File: config.mk
export PLATFORM = sky130hd
export DESIGN_NAME = pots_cell
export DESIGN_NICKNAME = d
export VERILOG_FILES = /design/src/rtl/core/pots_pkg.sv /design/src/rtl/core/pots_cell.sv
export SDC_FILE = /design/constraint.sdc
export NUM_CORES = 1
export LEC_CHECK = 0
export BUFFER_PORTS_ARGS = -buffer_cell sky130_fd_sc_hd__buf_2
export CAP_MARGIN = 5
export CORE_ASPECT_RATIO = 0.6
export CORE_UTILIZATION = 45
export DETAILED_ROUTE_END_ITERATION = 16
export PLACE_DENSITY = 0.71
export SETUP_SLACK_MARGIN = 0.05
export SLEW_MARGIN = 20
export SYNTH_ARGS = -nofsm -noshare
export SYNTH_HDL_FRONTEND = slang
export SYNTH_SLANG_ARGS = --single-unit
File: constraint.sdc
create_clock -name clock -period 10.27 [get_ports clock]
set_input_delay 2.054 -clock clock [delete_from_list [all_inputs] [get_ports clock]]
set_output_delay 2.054 -clock clock [all_outputs]
set_load 0.05 [all_outputs]
File: src/rtl/core/pots_pkg.sv
`default_nettype none

package pots_pkg;

   // Number of feature inputs. Each feature is a port of its own on the top level,
   // so this is fixed here.
   localparam int FEATURES  = 4;
   localparam int NUM_CELLS = FEATURES + 1;

   localparam int FEAT_W   = 16;
   localparam int WEIGHT_W = 24;
   localparam int IDX_W    = 3;
   localparam int COUNT_W  = 16;
   localparam int PROD_W   = FEAT_W + WEIGHT_W;
   localparam int SUM_W    = PROD_W + $clog2(NUM_CELLS);

   localparam logic signed [FEAT_W-1:0]   BIAS_RESET = 16'sd4096;
   localparam logic signed [WEIGHT_W:0]   W_MAX      = 25'sd8388607;
   localparam logic signed [WEIGHT_W:0]   W_MIN      = -25'sd8388608;
   localparam logic [COUNT_W-1:0]         COUNT_MAX  = '1;

   localparam logic KIND_TRAIN = 1'b0;
   localparam logic KIND_LOAD  = 1'b1;

   // Per-cycle control that the top level broadcasts to every cell.
   typedef struct packed {
      logic                       capture;
      logic                       update;
      logic                       up;
      logic                       load;
      logic signed [WEIGHT_W-1:0] wval;
   } ctl_type;

   // Adds or subtracts a Q4.12 value from a Q12.12 weight and saturates.
   function automatic logic signed [WEIGHT_W-1:0] sat_step(
      input logic signed [WEIGHT_W-1:0] w,
      input logic signed [FEAT_W-1:0]   x,
      input logic                       up
   );
      logic signed [WEIGHT_W:0] s;
      logic signed [WEIGHT_W:0] we;
      logic signed [WEIGHT_W:0] xe;
      we = (WEIGHT_W+1)'(w);
      xe = (WEIGHT_W+1)'(x);
      s  = up ? (we + xe) : (we - xe);
      if (s > W_MAX) begin
         sat_step = W_MAX[WEIGHT_W-1:0];
      end else if (s < W_MIN) begin
         sat_step = W_MIN[WEIGHT_W-1:0];
      end else begin
         sat_step = s[WEIGHT_W-1:0];
      end
   endfunction

endpackage

`default_nettype wire

File: src/rtl/core/pots_cell.sv
`default_nettype none

module pots_cell
   import pots_pkg::*;
(
   input  wire logic                    clock,
   input  wire logic                    reset,
   input  wire ctl_type                 ctl,
   input  wire logic                    load_sel,
   input  wire logic signed [FEAT_W-1:0] x,
   input  wire logic signed [SUM_W-1:0]  sum_in,
   output logic signed [SUM_W-1:0]       sum_out
);

   logic signed [FEAT_W-1:0]   x_ff;
   logic signed [PROD_W-1:0]   prod_ff;
   logic signed [PROD_W-1:0]   prod_in;
   logic signed [WEIGHT_W-1:0] weight_ff;
   logic signed [WEIGHT_W-1:0] weight_in;

   assign prod_in = x * weight_ff;
   assign sum_out = sum_in + SUM_W'(prod_ff);

   always_comb begin
      weight_in = weight_ff;
      if (ctl.update) begin
         weight_in = sat_step(weight_ff, x_ff, ctl.up);
      end else if (ctl.load && load_sel) begin
         weight_in = ctl.wval;
      end
   end

   always_ff @(posedge clock) begin
      if (ctl.capture) begin
         x_ff    <= x;
         prod_ff <= prod_in;
      end
   end

   always_ff @(posedge clock) begin
      if (reset) begin
         weight_ff <= '0;
      end else begin
         weight_ff <= weight_in;
      end
   end

endmodule

`default_nettype wire
Yosys cells after proc, flatten, opt, wreduce, memory -nomap -nowiden

Cells that the tools add are included.

Register bits after elaboration: 80
Input port bits: 90
Output and inout bits: 43
Logic and storage cells: 16

Add/sub/neg operators: 3
Multiply operators: 1
$lt $le $gt $ge: 2
Multiplexer cells: 5
Reductions and logical operators: 2

Operators with widths:

| operator                                                         | count |
|---|---|
| 2-to-1 mux 24 bit                                                | 4 |
| adder 43 x 40 -> 43 bit                                          | 1 |
| multiplier 16 x 24 -> 40 bit                                     | 1 |
| adder 24 x 16 -> 25 bit                                          | 1 |
| greater-than comparator 25 x 24 -> 1 bit (second input constant) | 1 |
| < comparator 25 x 24 -> 1 bit (second input constant)            | 1 |
| 2-to-1 mux 25 bit                                                | 1 |
| subtractor 24 x 16 -> 25 bit                                     | 1 |
| nonzero test 2 bit                                               | 1 |
| logical AND 1 bit                                                | 1 |

Logic depth before layout (Yosys ltp)

Word-level depth: 6
Depth in mapped cells: 26
Depth with buffers taken out: 24

Worst setup path before layout

No wires, ideal clock.

Path type: input to output
Start: in sum_in[11]
End: out sum_out[41]
Arrival time: 6.211 ns
Required time: 8.216 ns
Setup slack: 2.005 ns
Stages on the path: 11
Buffers on the path: 1
Cell sequence: ha_1 > clkbuf_1 > nand4_1 > nor2_1 > nand3_1 > nor3_1 > o21bai_1 > o211ai_1 > a31o_2 > mux2i_1 > a2111oi_0

Word-level cells in the longest chain between the ends: 1

RTL lines:

| item                    | RTL line        | text |
|---|---|---|
| start, declared         | pots_cell.sv:11 | `input wire logic signed [SUM_W-1:0] sum_in,` |
| adder 43 x 40 -> 43 bit | pots_cell.sv:22 | `assign sum_out = sum_in + SUM_W'(prod_ff);` |
| end, declared           | pots_cell.sv:12 | `output logic signed [SUM_W-1:0] sum_out` |

No other way between the ends.

Worst setup path in the final report

Start: in x[1]
End: reg prod_ff[36] (data pin)

Word-level cells in the longest chain between the ends: 1

RTL lines:

| item                         | RTL line        | text |
|---|---|---|
| start, declared              | pots_cell.sv:10 | `input wire logic signed [FEAT_W-1:0] x,` |
| multiplier 16 x 24 -> 40 bit | pots_cell.sv:21 | `assign prod_in = x * weight_ff;` |
| named net prod_in[36]        | pots_cell.sv:17 | `logic signed [PROD_W-1:0] prod_in;` |
| end signal, assigned         | pots_cell.sv:36 | `prod_ff <= prod_in;` |
| end, declared                | pots_cell.sv:16 | `logic signed [PROD_W-1:0] prod_ff;` |

The timed path passes the listed nets, and every way through them passes these cells.
A chain may end at the register's enable or synchronous reset.

==> impl_summary.log <==
[metrics] worst setup margin: 1.471 ns
[metrics] Area growth syn-to-layout: 6.643%
[metrics] placement row count: 60
[metrics] number of enable-type register cells in the synthesized netlist: 56
[metrics] antenna violations before repair: 2
[metrics] post-route antenna net violation count: 0
[metrics] wire length of the first global-routing pass: about 85000 um
[metrics] maximum fanout count along the critical path: 25
[metrics] Seq/Total Area, Yosys: between 10% and 20%
[metrics] die area: ~0.047 mm^2
[metrics] die width: 278.5 um
[metrics] number of vias in the routed layout: ~16000
[metrics] Top FF cell, synth: edfxtp_1
[metrics] share of the clock period used by the worst path: a little under nine tenths
[metrics] post-synthesis cell type count: 77
[metrics] critical setup path kind: input pin to flop
[metrics] Die Y-Extent: between 150 and 200 um
[metrics] DRT Pass-1 Iters: 7
[metrics] Ports: 133
[metrics] ranking of synthesized cells by area: fa_1 36%, ha_1 10%, inv_1 8.3%
[metrics] share of the synthesized area in the top cell type: about 36%
[metrics] buffers and inverters on the worst path: 6
[metrics] number of H-tree levels: 3
[metrics] IO buf count: between 100 and 150
[metrics] Std-Cell Core Area: 0.04504 mm^2
[metrics] Clock Skews: between 0.01 and 0.015 ns
[metrics] arrival time worst endpoint: between 8 and 9 ns
[metrics] total congestion overflow after global routing: 0
[metrics] most repeated cell in the gate-level netlist after synthesis: inv_1
[metrics] fraction of synthesis flops using an asynchronous set or reset pin: 0%
[metrics] Cells after Synth: roughly 2300
[metrics] Initial Util: 45.83%
[metrics] DRC: 0
[metrics] TNS Setup: 0 ns
[metrics] internal reg-to-reg setup slack: ~2.7 ns
[metrics] crit-path leading delay family: adder cells
[metrics] cell count after placement: a little under 3000
[metrics] number of hold violations in the final report: 0
[metrics] maxcap violations: 0
[metrics] crit path capture type: flop
[metrics] CP peak stage delay: 0.73 ns
[metrics] total global-route track usage: approximately 23%
[metrics] clock tree from TritonCTS: built
[metrics] ratio of routed vias to standard cells: ~5.4
[metrics] tightest slew margin relative to the limit: 32.64%
[metrics] WP data required: around 10 ns
[metrics] insertion delay of the later-clocked pin in the worst-skew pair: roughly 0.38 ns
[metrics] result of the run: complete, no violations
[metrics] dpl hpwl: 42460 um
[metrics] vias in the first global route: ~16000
[metrics] clock sink count: 80
[metrics] Max Freq: between 0.1 and 0.15 GHz
[metrics] Least-Margin Pin Slew: between 1 and 1.5 ns
[metrics] Netlist Area Pre-Place: 0.02064 mm^2
[metrics] cell taking the most area after synthesis: fa_1
[metrics] Slew Viols, Final: 0
[metrics] routed wire length: roughly 51000 um
[metrics] flops & latches, synth: 80
[metrics] detail-routed net length per standard cell: 17.28 um
[metrics] routability cong.: ~0.86
[metrics] CP max-delay cell: nor3_1
[metrics] Synthesized Nets: 2942
[metrics] worst setup slack after placement: approximately 1.3 ns
[metrics] number of buffers on the longest clock path: 2
[metrics] total number of yosys warnings: 0
[metrics] worst min-delay path category: flop to flop
[metrics] post-layout minimum cycle time: a little under 9 ns
[metrics] # setup viols final: 0
[metrics] leading cell types by count after synthesis: 458 x inv_1, 376 x fa_1, 305 x nand2_1, 165 x ha_1, 151 x and2_1
[metrics] setup repair after global routing missed its margin: no
[metrics] cell type with the highest occurrence count on the critical path: fa_1
[metrics] Resize count post-CTS: 0
[metrics] Post-CTS Repair Setup Buffers: 0
[metrics] proportion of layout cells with a drive suffix above 1: 8.670%
[metrics] crit path cell chain: buf_2 > nand2_1 > inv_1 > fa_1 > inv_1 > fa_1 > inv_1 > fa_1 > fa_1 > fa_1 > inv_1 > fa_1 > inv_1 > ha_1 > nand3_1 > nor3_1 > a31oi_1 > o31ai_1 > nor3_1 > a21oi_1 > a41o_1 > a21oi_1 > xnor2_1
[metrics] layout net count: between 3000 and 4000
[metrics] clock-pin transition on the worst setup and hold timing paths: about 0.07 ns
[metrics] mean area per synthesized cell: about 8.9 um^2
[metrics] buffer type at the clock tree root: clkbuf_16
[metrics] number of design-rule violations left by the first detailed-router iteration: roughly 1100
[metrics] Post-CTS Hold Buffers: 0
[metrics] largest net degree at the start of global routing: 50
[metrics] number of buffers created by CTS: 9
[metrics] category of the worst setup path launch point: input pin
[metrics] number of cells in the finished layout apart from fillers: approximately 3000
-- final cells by class --
type,instances,area [um^2]
fillers,4238,23030
multi-input cells,1685,16400
flip-flops and latches,80,2162
inverters,458,1719
well taps,589,737.0
repair buffers,137,698.2
clock buffers,10,250.2
clock inverters,6,46.29
diodes,1,2.502
-- placed cells by master (no fill, tap or decap), types with 7 or more instances in the layout --
cell type / n
edfxtp_1: 56
clkbuf_16: 10
buf_2: 132
nand2b_1: 20
dfxtp_1: 24
xnor2_1: 78
nor2_1: 79
nand2_1: 305
ha_1: 165
a21oi_1: 99
inv_1: 458
o211ai_1: 12
nand3_1: 15
fa_1: 376
a21o_1: 51
o21a_1: 17
o21ai_0: 79
a221oi_2: 19
a31oi_1: 18
nor3_1: 24
xor2_1: 35
nand4_1: 8
nor2b_1: 9
a211oi_1: 10
and2_1: 151
o21bai_1: 7
-- state kept, by name (all words and copies together) (netlist names) --
register / flops
prod_ff: 40
weight_ff: 24
x_ff: 16
-- cells by family (layout without fill, tap and decap cells) --
family,Yosys count,in the layout,share of synthesized area [%]
and+or+nand+nor,643,643,14.83
adders and majority gates,541,541,46.47
buffers and inverters,546,611,10.09
xor gates and xnor gates,114,114,4.873
muxes,8,8,0.4182
other,0,1,0
AOI/OAI and AO/OA,379,379,12.86
DFF,80,80,10.47
-- per-layer routing --
layer | vias up | wire [um] | GRT usage [%]
met4 | 2 | 767 | 4.826
met5 | - | 11 | 0
li1 | 7405 | - | -
met3 | 60 | 4233 | 4.802
met2 | 611 | 22810 | 34.79
met1 | 8001 | 23430 | 33.59
-- worst paths after layout --
check / cells past startpoint / startpoint / end
max: 23 / x[1] / prod_ff[36]
min: 2 / weight_ff[0] / weight_ff[0]
min reg2reg: 2 / weight_ff[0] / weight_ff[0]
max reg2reg: 22 / weight_ff[23] / prod_ff[36]
-- through the flow --
step	hold WS (ns)	utilization [%]	area [um^2]
after detailed placement	0.6587	48.21	21710
after global routing	0.7262	48.87	22010
after global placement	0.6624	48.21	21710
after CTS	0.6780	48.87	22010
final	0.6683	48.87	22010
after floorplan	0.4901	-	20640
-- worst min-delay path, cell delays in order (launching register included) --
cell and delay, ns:
dfxtp_1 0.36, mux2i_1 0.18, a221oi_2 0.07
Power is left out: the tool's default activity adds up to more than one toggle a clock period on the data nets, which glitch-free logic cannot reach.
